==> config.mk <==
export PLATFORM = sky130hd
export DESIGN_NAME = connection_timeout_table
export DESIGN_NICKNAME = d
export VERILOG_FILES = /design/src/rtl/ctt_pkg.sv /design/src/rtl/connection_timeout_table.sv /design/src/rtl/ctt_scan.sv
export SDC_FILE = /design/constraint.sdc
export NUM_CORES = 2
export LEC_CHECK = 0
export ABC_AREA = 1
export CELL_PAD_IN_SITES_DETAIL_PLACEMENT = 0
export CELL_PAD_IN_SITES_GLOBAL_PLACEMENT = 1
export CORE_ASPECT_RATIO = 0.8
export CORE_MARGIN = 1.5
export CORE_UTILIZATION = 29
export DETAILED_ROUTE_END_ITERATION = 7
export DONT_BUFFER_PORTS = 1
export PLACE_DENSITY = 0.57
export SYNTH_ARGS = -nofsm -noshare
export SYNTH_HDL_FRONTEND = slang
export SYNTH_HIERARCHICAL = 1
export SYNTH_SLANG_ARGS = --single-unit
==> constraint.sdc <==
create_clock -name clock -period 9.22 [get_ports clock]
set_input_delay 1.844 -clock clock [delete_from_list [all_inputs] [get_ports clock]]
set_output_delay 1.844 -clock clock [all_outputs]
set_load 0.01 [all_outputs]
==> src/rtl/ctt_pkg.sv <==
package ctt_pkg;

   localparam int TIMER_SLOTS  = 64;
   localparam int SLOT_W       = $clog2(TIMER_SLOTS);
   localparam int CNT_W        = $clog2(TIMER_SLOTS + 1);
   localparam int RESULT_LIMIT = 64;
   localparam int PICK_W       = $clog2(RESULT_LIMIT + 1);
   localparam int DL_W         = 48;
   localparam logic [DL_W-1:0] DL_MAX = {DL_W{1'b1}};
   localparam logic signed [31:0] NO_TIMEOUT = -32'sd1;

   typedef enum logic [1:0] {
      FN_ADD    = 2'd0,
      FN_UPDATE = 2'd1,
      FN_REMOVE = 2'd2,
      FN_TICK   = 2'd3
   } func_type;

   typedef enum logic [1:0] {
      STS_DONE      = 2'd0,
      STS_REPLACED  = 2'd1,
      STS_NOT_ARMED = 2'd2
   } status_type;

   typedef enum logic [2:0] {
      ST_IDLE,
      ST_EXEC,
      ST_SCAN,
      ST_DECIDE,
      ST_EMIT
   } fsm_type;

   typedef struct packed {
      logic              start;
      logic              wr_en;
      logic [SLOT_W-1:0] wr_addr;
      logic [DL_W-1:0]   wr_data;
   } scan_ctl_type;

   typedef struct packed {
      logic              done;
      logic              found;
      logic [DL_W-1:0]   best;
      logic [SLOT_W-1:0] idx;
   } scan_res_type;

endpackage

==> src/rtl/connection_timeout_table.sv <==
// connection timeout table: one millisecond deadline per connection slot
// request channel (req_valid/req_ready): req_func selects add, update,
// remove or tick; req_conn_id names the slot, req_timeout_ms the delay for
// add and update, req_elapsed_ms the clock advance for a tick
// response channel (rsp_valid/rsp_ready): one transfer per add, update or
// remove; a tick gives one transfer per expired slot in deadline order
// (ties by lower slot), or one empty transfer; rsp_last marks the final one
// every response carries the time to the earliest deadline and armed count
// storage: deadlines sit in a one-port-read memory swept once per response,
// and once more before the first response of a tick with expired slots
// one item is in flight at a time; req_ready is high only when idle
// reset clears the clock, the armed bits and the count; no clearing pass
// a stalled response holds in the output register; the sweep for the
// next expired slot runs meanwhile and its response waits for that
// register to be taken
module connection_timeout_table (
   input  logic               clock,
   input  logic               reset,
   input  logic               req_valid,
   output logic               req_ready,
   input  logic [1:0]         req_func,
   input  logic [5:0]         req_conn_id,
   input  logic [30:0]        req_timeout_ms,
   input  logic [15:0]        req_elapsed_ms,
   output logic               rsp_valid,
   input  logic               rsp_ready,
   output logic [1:0]         rsp_status,
   output logic               rsp_expired_valid,
   output logic [5:0]         rsp_expired_slot,
   output logic signed [31:0] rsp_next_timeout,
   output logic [6:0]         rsp_armed_count,
   output logic               rsp_last
);

   localparam int SLOTS = ctt_pkg::TIMER_SLOTS;
   localparam int SW    = ctt_pkg::SLOT_W;
   localparam int DW    = ctt_pkg::DL_W;

   ctt_pkg::fsm_type state_ff, state_in;

   // latched request
   ctt_pkg::func_type    func_ff;
   logic [5:0]           id_ff;
   logic [30:0]          tmo_ff;
   logic [15:0]          el_ff;

   // table state outside the memory
   logic [DW-1:0]                now_ff, now_in;
   logic [SLOTS-1:0]             armed_ff, armed_in;
   logic [ctt_pkg::CNT_W-1:0]    total_ff, total_in;
   ctt_pkg::status_type          status_ff, status_in;
   logic [ctt_pkg::PICK_W-1:0]   picks_ff, picks_in;
   logic [SW-1:0]                pend_ff, pend_in;
   logic                         pend_vld_ff, pend_vld_in;

   // response register
   logic                 rsp_valid_ff, rsp_valid_in;
   logic [1:0]           rsp_status_ff, rsp_status_in;
   logic                 rsp_exp_vld_ff, rsp_exp_vld_in;
   logic [5:0]           rsp_slot_ff, rsp_slot_in;
   logic signed [31:0]   rsp_nt_ff, rsp_nt_in;
   logic [6:0]           rsp_cnt_ff, rsp_cnt_in;
   logic                 rsp_last_ff, rsp_last_in;

   ctt_pkg::scan_ctl_type scan_ctl;
   ctt_pkg::scan_res_type scan_res;

   // control strobes
   logic          req_xfer;
   logic          is_tick;
   logic          slot_ok;
   logic [SW-1:0] id_idx;
   logic          id_armed;
   logic          due;
   logic          more;
   logic          decide_pick;
   logic          emit_fire;
   logic          emit_more;
   logic          pick;
   logic [DW:0]   now_sum;
   logic [DW:0]   dl_sum;
   logic [DW-1:0] dl_new;

   assign req_xfer = req_valid && req_ready;
   assign is_tick  = (func_ff == ctt_pkg::FN_TICK);
   assign slot_ok  = (32'(id_ff) < SLOTS);
   assign id_idx   = SW'(id_ff);
   assign id_armed = slot_ok && armed_ff[id_idx];

   // earliest armed deadline already reached, and room left in this tick
   assign due  = scan_res.found && (scan_res.best <= now_ff);
   assign more = due && (picks_ff < ctt_pkg::PICK_W'(ctt_pkg::RESULT_LIMIT));

   assign now_sum = {1'b0, now_ff} + (DW + 1)'(el_ff);
   assign dl_sum  = {1'b0, now_ff} + (DW + 1)'(tmo_ff);
   assign dl_new  = dl_sum[DW] ? ctt_pkg::DL_MAX : dl_sum[DW-1:0];

   ctt_scan u_scan (
      .clock (clock),
      .reset (reset),
      .ctl   (scan_ctl),
      .armed (armed_ff),
      .res   (scan_res)
   );

   // next state
   always_comb begin
      state_in = state_ff;
      case (state_ff)
         ctt_pkg::ST_IDLE: begin
            if (req_valid) begin
               state_in = ctt_pkg::ST_EXEC;
            end
         end
         ctt_pkg::ST_EXEC: begin
            state_in = ctt_pkg::ST_SCAN;
         end
         ctt_pkg::ST_SCAN: begin
            if (scan_res.done) begin
               state_in = ctt_pkg::ST_DECIDE;
            end
         end
         ctt_pkg::ST_DECIDE: begin
            state_in = decide_pick ? ctt_pkg::ST_SCAN : ctt_pkg::ST_EMIT;
         end
         ctt_pkg::ST_EMIT: begin
            if (emit_fire) begin
               state_in = emit_more ? ctt_pkg::ST_SCAN : ctt_pkg::ST_IDLE;
            end
         end
         default: begin
            state_in = ctt_pkg::ST_IDLE;
         end
      endcase
   end

   // state outputs
   always_comb begin
      req_ready        = 1'b0;
      decide_pick      = 1'b0;
      emit_fire        = 1'b0;
      emit_more        = 1'b0;
      scan_ctl.start   = 1'b0;
      scan_ctl.wr_en   = 1'b0;
      scan_ctl.wr_addr = id_idx;
      scan_ctl.wr_data = dl_new;
      case (state_ff)
         ctt_pkg::ST_IDLE: begin
            req_ready = 1'b1;
         end
         ctt_pkg::ST_EXEC: begin
            scan_ctl.start = 1'b1;
            // add always writes; update only rewrites an armed slot
            scan_ctl.wr_en = !is_tick && slot_ok &&
                             ((func_ff == ctt_pkg::FN_ADD) ||
                              ((func_ff == ctt_pkg::FN_UPDATE) && id_armed));
         end
         ctt_pkg::ST_SCAN: begin
         end
         ctt_pkg::ST_DECIDE: begin
            // first expiry of a tick: disarm it and sweep again for the
            // next timeout that its response reports
            decide_pick    = is_tick && !pend_vld_ff && more;
            scan_ctl.start = decide_pick;
         end
         ctt_pkg::ST_EMIT: begin
            emit_fire      = !rsp_valid_ff || rsp_ready;
            emit_more      = emit_fire && is_tick && more;
            scan_ctl.start = emit_more;
         end
         default: begin
         end
      endcase
   end

   assign pick = decide_pick || emit_more;

   // table and response datapath
   always_comb begin
      now_in      = now_ff;
      armed_in    = armed_ff;
      total_in    = total_ff;
      status_in   = status_ff;
      picks_in    = picks_ff;
      pend_in     = pend_ff;
      pend_vld_in = pend_vld_ff;

      if (state_ff == ctt_pkg::ST_EXEC) begin
         picks_in    = '0;
         pend_vld_in = 1'b0;
         status_in   = ctt_pkg::STS_DONE;
         if (is_tick) begin
            now_in = now_sum[DW] ? ctt_pkg::DL_MAX : now_sum[DW-1:0];
         end else if (!slot_ok) begin
            status_in = ctt_pkg::STS_NOT_ARMED;
         end else begin
            case (func_ff)
               ctt_pkg::FN_ADD: begin
                  if (id_armed) begin
                     status_in = ctt_pkg::STS_REPLACED;
                  end else begin
                     armed_in[id_idx] = 1'b1;
                     total_in         = total_ff + 1'b1;
                  end
               end
               ctt_pkg::FN_UPDATE: begin
                  if (!id_armed) begin
                     status_in = ctt_pkg::STS_NOT_ARMED;
                  end
               end
               ctt_pkg::FN_REMOVE: begin
                  if (id_armed) begin
                     armed_in[id_idx] = 1'b0;
                     total_in         = total_ff - 1'b1;
                  end else begin
                     status_in = ctt_pkg::STS_NOT_ARMED;
                  end
               end
               default: begin
               end
            endcase
         end
      end

      // expired slot leaves the table before the sweep that follows
      if (pick) begin
         armed_in[scan_res.idx] = 1'b0;
         total_in               = total_ff - 1'b1;
         picks_in               = picks_ff + 1'b1;
         pend_in                = scan_res.idx;
         pend_vld_in            = 1'b1;
      end
   end

   always_comb begin
      rsp_valid_in   = rsp_valid_ff && !rsp_ready;
      rsp_status_in  = rsp_status_ff;
      rsp_exp_vld_in = rsp_exp_vld_ff;
      rsp_slot_in    = rsp_slot_ff;
      rsp_nt_in      = rsp_nt_ff;
      rsp_cnt_in     = rsp_cnt_ff;
      rsp_last_in    = rsp_last_ff;
      if (emit_fire) begin
         rsp_valid_in   = 1'b1;
         rsp_status_in  = is_tick ? ctt_pkg::STS_DONE : status_ff;
         rsp_exp_vld_in = pend_vld_ff;
         rsp_slot_in    = pend_vld_ff ? 6'(pend_ff) : 6'd0;
         if (!scan_res.found) begin
            rsp_nt_in = ctt_pkg::NO_TIMEOUT;
         end else if (due) begin
            rsp_nt_in = '0;
         end else begin
            rsp_nt_in = 32'(scan_res.best - now_ff);
         end
         rsp_cnt_in  = 7'(total_ff);
         rsp_last_in = !(is_tick && more);
      end
   end

   always_ff @(posedge clock) begin
      if (reset) begin
         state_ff     <= ctt_pkg::ST_IDLE;
         now_ff       <= '0;
         armed_ff     <= '0;
         total_ff     <= '0;
         picks_ff     <= '0;
         pend_vld_ff  <= 1'b0;
         rsp_valid_ff <= 1'b0;
      end else begin
         state_ff     <= state_in;
         now_ff       <= now_in;
         armed_ff     <= armed_in;
         total_ff     <= total_in;
         picks_ff     <= picks_in;
         pend_vld_ff  <= pend_vld_in;
         rsp_valid_ff <= rsp_valid_in;
      end
      status_ff      <= status_in;
      pend_ff        <= pend_in;
      rsp_status_ff  <= rsp_status_in;
      rsp_exp_vld_ff <= rsp_exp_vld_in;
      rsp_slot_ff    <= rsp_slot_in;
      rsp_nt_ff      <= rsp_nt_in;
      rsp_cnt_ff     <= rsp_cnt_in;
      rsp_last_ff    <= rsp_last_in;
      if (req_xfer) begin
         func_ff <= ctt_pkg::func_type'(req_func);
         id_ff   <= req_conn_id;
         tmo_ff  <= req_timeout_ms;
         el_ff   <= req_elapsed_ms;
      end
   end

   assign rsp_valid         = rsp_valid_ff;
   assign rsp_status        = rsp_status_ff;
   assign rsp_expired_valid = rsp_exp_vld_ff;
   assign rsp_expired_slot  = rsp_slot_ff;
   assign rsp_next_timeout  = rsp_nt_ff;
   assign rsp_armed_count   = rsp_cnt_ff;
   assign rsp_last          = rsp_last_ff;

endmodule

==> src/rtl/ctt_scan.sv <==
module ctt_scan (
   input  logic                                    clock,
   input  logic                                    reset,
   input  ctt_pkg::scan_ctl_type                   ctl,
   input  logic [ctt_pkg::TIMER_SLOTS-1:0]         armed,
   output ctt_pkg::scan_res_type                   res
);

   // deadline store, one synchronous read port used by the sweep
   logic [ctt_pkg::DL_W-1:0]   mem [ctt_pkg::TIMER_SLOTS];
   logic [ctt_pkg::DL_W-1:0]   mem_q_ff;

   logic [ctt_pkg::CNT_W-1:0]  cnt_ff, cnt_in;
   logic                       run_ff, run_in;
   logic                       rd_vld_ff, rd_vld_in;
   logic [ctt_pkg::SLOT_W-1:0] rd_idx_ff, rd_idx_in;
   logic                       rd_armed_ff, rd_armed_in;
   logic                       found_ff, found_in;
   logic [ctt_pkg::DL_W-1:0]   best_ff, best_in;
   logic [ctt_pkg::SLOT_W-1:0] idx_ff, idx_in;
   logic                       done_ff, done_in;
   logic                       issue;
   logic [ctt_pkg::SLOT_W-1:0] rd_addr;

   assign rd_addr = cnt_ff[ctt_pkg::SLOT_W-1:0];
   assign issue   = run_ff && (cnt_ff < ctt_pkg::CNT_W'(ctt_pkg::TIMER_SLOTS));

   always_ff @(posedge clock) begin
      if (ctl.wr_en) begin
         mem[ctl.wr_addr] <= ctl.wr_data;
      end
      if (issue) begin
         mem_q_ff <= mem[rd_addr];
      end
   end

   always_comb begin
      cnt_in      = cnt_ff;
      run_in      = run_ff;
      rd_vld_in   = issue;
      rd_idx_in   = rd_addr;
      rd_armed_in = armed[rd_addr];
      found_in    = found_ff;
      best_in     = best_ff;
      idx_in      = idx_ff;
      done_in     = 1'b0;
      if (issue) begin
         cnt_in = cnt_ff + 1'b1;
      end
      // strict less-than keeps the lowest slot on equal deadlines
      if (rd_vld_ff && rd_armed_ff && (!found_ff || mem_q_ff < best_ff)) begin
         found_in = 1'b1;
         best_in  = mem_q_ff;
         idx_in   = rd_idx_ff;
      end
      if (run_ff && !issue && !rd_vld_ff) begin
         run_in  = 1'b0;
         done_in = 1'b1;
      end
      if (ctl.start) begin
         cnt_in   = '0;
         run_in   = 1'b1;
         found_in = 1'b0;
      end
   end

   always_ff @(posedge clock) begin
      if (reset) begin
         cnt_ff    <= '0;
         run_ff    <= 1'b0;
         rd_vld_ff <= 1'b0;
         found_ff  <= 1'b0;
         done_ff   <= 1'b0;
      end else begin
         cnt_ff    <= cnt_in;
         run_ff    <= run_in;
         rd_vld_ff <= rd_vld_in;
         found_ff  <= found_in;
         done_ff   <= done_in;
      end
      rd_idx_ff   <= rd_idx_in;
      rd_armed_ff <= rd_armed_in;
      best_ff     <= best_in;
      idx_ff      <= idx_in;
   end

   assign res.done  = done_ff;
   assign res.found = found_ff;
   assign res.best  = best_ff;
   assign res.idx   = idx_ff;

endmodule

==> reports/qor.yml <==
status: "finished clean"
routed.top_layer: "met5"
power.density_nw_per_um2: 224
wl_per_cell_um: 26.4
cell_internal_pwr_w: 0.0268
antenna_left: 0
switchingPower_w: 0.0101
timing.slew.headroom_pct: 14.4
synth_flop_cell: "edfxtp_1"
tightest_slew_ns: 1.28
floorplan.initialDensity_pct: 29.2
yosys_register_bits: 3435
ios: 110
post_cts_buffers: 0
yosysWarnings: 6
fin_nets: 12500
path_class: "reg2reg"
hold_class: "reg2reg"
die_w_um: 793
p_clk_share_pct: 40.1
min_period_over_period_pct: 56.7
syn_area_um2: 145000
routed_wirelength_um: 510000
wl_met3_um: 39900
rsz0062_at_grt: "false"
nFillCells: 49400
num_vias: 99100
static-leakage-power_nw: 55.6
hpwl_um: 306000
irDropWorstVdd_mv: 0.155
start_kind: "flip-flop"
slew_viol_final: 0
fin_ws_ns: 3.99
ctsRootBufferMaster: "clkbuf_16"
min_period_ns: 5.23
maxCapViolations: 0
worst_skew_pair.late_latency_ns: 1.00
max_freq_mhz: 191
path_max_fanout: 37
yosysSeqAreaShare_pct: 70.3
setup-violations-final: 0
drive_gt1_share_pct: 7.52
pwr-share-comb_pct: 11.8
clkTransAtPathRegs_ns: 0.06
grt_usage_pct: 19.6
grt_pass1_wl_um: 717000
p_seq_share_pct: 48.0
synthesis.nets: 12700
die_h_um: 635
finalHoldViolCount: 0
viasPerCell: 5.14
place_ws_ns: 4.09
gp_congestion: 0.849
r2r_slack_ns: 3.99
drt_pass1_iterations: 6
cp.arrival_ns: 5.84
cts_made_buffers: 361
wl_met2_um: 220000
h-tree-depth: 5
async_reset_ff_share_pct: 0
netlist-cell-type-count: 58
wl_met1_um: 239000
cts_tree: "yes"
syn_avg_cell_area_um2: 11.6
ctsResizeCount: 0
fin_skew_ns: 0.0919
swShare_pct: 27.4
grt_max_degree: 163
portBuffers: 0
synth_edf_count: 3286
clock_sinks: 3435
fin_tns_setup_ns: 0
synthCells: 12400
worstPathRequired_ns: 9.83
clock_path_buffers: 4
grt-ovfl-total: 0
die-area_um2: 503000
drtIter0Drc: 11300
rows: 231
area_delta_synth_final_pct: 13.6
grt_antenna_before_repair: 52
route.detailed.drc: 0
postCtsHoldBufs: 0
fp.coreArea_um2: 496000
end_kind: "flip-flop"
grt_pass1_vias: 91900
-- state kept, by name (all words and copies together), names as in the netlist, 7 cells and up --
register          count
u_scan/mem         3072
armed_ff             64
now_ff               48
u_scan/best_ff       48
u_scan/mem_q_ff      48
rsp_next_timeout     32
tmo_ff               31
el_ff                16
picks_ff              7
rsp_armed_count       7
total_ff              7
u_scan/cnt_ff         7
-- path summary, 6_finish.rpt --
| path | start | cells past startpoint | endpoint |
|---|---|---|---|
| worst min-delay path | u_scan/rd_idx_ff[1] | 0 | u_scan/idx_ff[1] |
| worst max register to register | id_ff[0] | 18 | u_scan/mem[19][20] |
| worst max-delay path | id_ff[0] | 18 | u_scan/mem[19][20] |
| worst min register to register | u_scan/rd_idx_ff[1] | 0 | u_scan/idx_ff[1] |
-- power by group through the flow --
stage / registers [W] / logic, W / clock network (W)
after CTS: 0.0177 / 0.00437 / 0.0150
after global routing: 0.0177 / 0.00471 / 0.0156
after detailed placement: 0.0180 / 0.00436 / 0
after floorplan: 0.0179 / 0.00253 / 0
after global placement: 0.0180 / 0.00440 / 0
final: 0.0177 / 0.00436 / 0.0148
-- final cells by class --
cell class,instances,area (µm²),area share (%)
multi-input cells,7732,38300,23.3
clock buffers,446,9400,5.72
inverters,538,2060,1.26
clock inverters,213,2310,1.41
flip-flops and latches,3435,102000,61.9
diodes,10,25.0,0.0152
well taps,6640,8310,5.06
repair buffers,258,2220,1.35
-- synthesized netlist by cell type (24+ instances only) --
master	count	area, µm²
edfxtp_1	3286	98700
nor2_1	2327	8730
o21ai_0	1722	8620
nand2_1	1407	5280
nand3_1	591	2960
inv_1	518	1940
clkbuf_1	405	1520
o211ai_1	381	2860
o22ai_1	320	2000
a21oi_1	282	1410
buf_2	212	1060
ha_1	151	1890
dfxtp_1	149	2980
o21ai_1	105	526
buf_4	67	503
nand4_1	56	350
o31ai_1	56	420
nor3_1	46	230
xor2_1	42	368
buf_1	35	131
xnor2_1	31	272
a31oi_1	30	188
a22oi_1	25	188
o221ai_1	24	210
-- through the flow --
step                power, W  utilization [%]  cells  cell area [µm²]  hold slack, ns
finish                0.0369             33.2  19300           164000           0.405
global route          0.0380             33.2  19300           164000           0.412
CTS                   0.0371             33.2  19300           164000           0.404
detailed placement    0.0224             30.8  18600           153000           0.391
global placement      0.0224             30.8  18600           153000           0.387
floorplan             0.0205                -  12400           145000           0.349
-- cell families after synthesis --
| family | after synthesis | share of synthesized area, % |
|---|---|---|
| simple gates | 4506 | 12.5 |
| xor+xnor | 73 | 0.442 |
| fa+ha+maj | 154 | 1.35 |
| flops | 3435 | 70.3 |
| compound gates | 2996 | 11.6 |
| buf+inv | 1278 | 3.76 |
| mux | 3 | 0.0208 |
-- critical path, cell delays in order, from the launching register on --
cell      delay [ns]
edfxtp_1        0.80
buf_4           0.56
o21ai_0         0.18
nand2_1         0.10
nand2_1         0.07
nand2_1         0.07
nand2_1         0.08
nand2_1         0.07
nand2_1         0.05
nor2_1          0.11
nand2_1         0.10
inv_1           0.10
nand2_1         0.10
a21oi_1         0.16
buf_4           0.24
nand4_1         0.28
buf_4           0.33
nor2_4          0.81
buf_4           0.58
-- placed cells by master (no fill, tap or decap), drive strengths merged, types with 284 or more instances in the layout --
master  Yosys  layout
nor2     2333    2333
o22ai     321     321
edfxtp   3286    3286
nand2    1418    1418
a21oi     284     284
nand3     595     595
clkbuf    410     446
inv       533     548
o21ai    1830    1830
o211ai    381     381
-- layer usage --
metal | up-vias | track usage (%)
met5 | - | 0
met4 | 10 | 4.27
met3 | 581 | 2.99
met2 | 3783 | 29.2
met1 | 50200 | 29.8
li1 | 44600 | -
No activity file was read; power rests on OpenSTA's default activity.
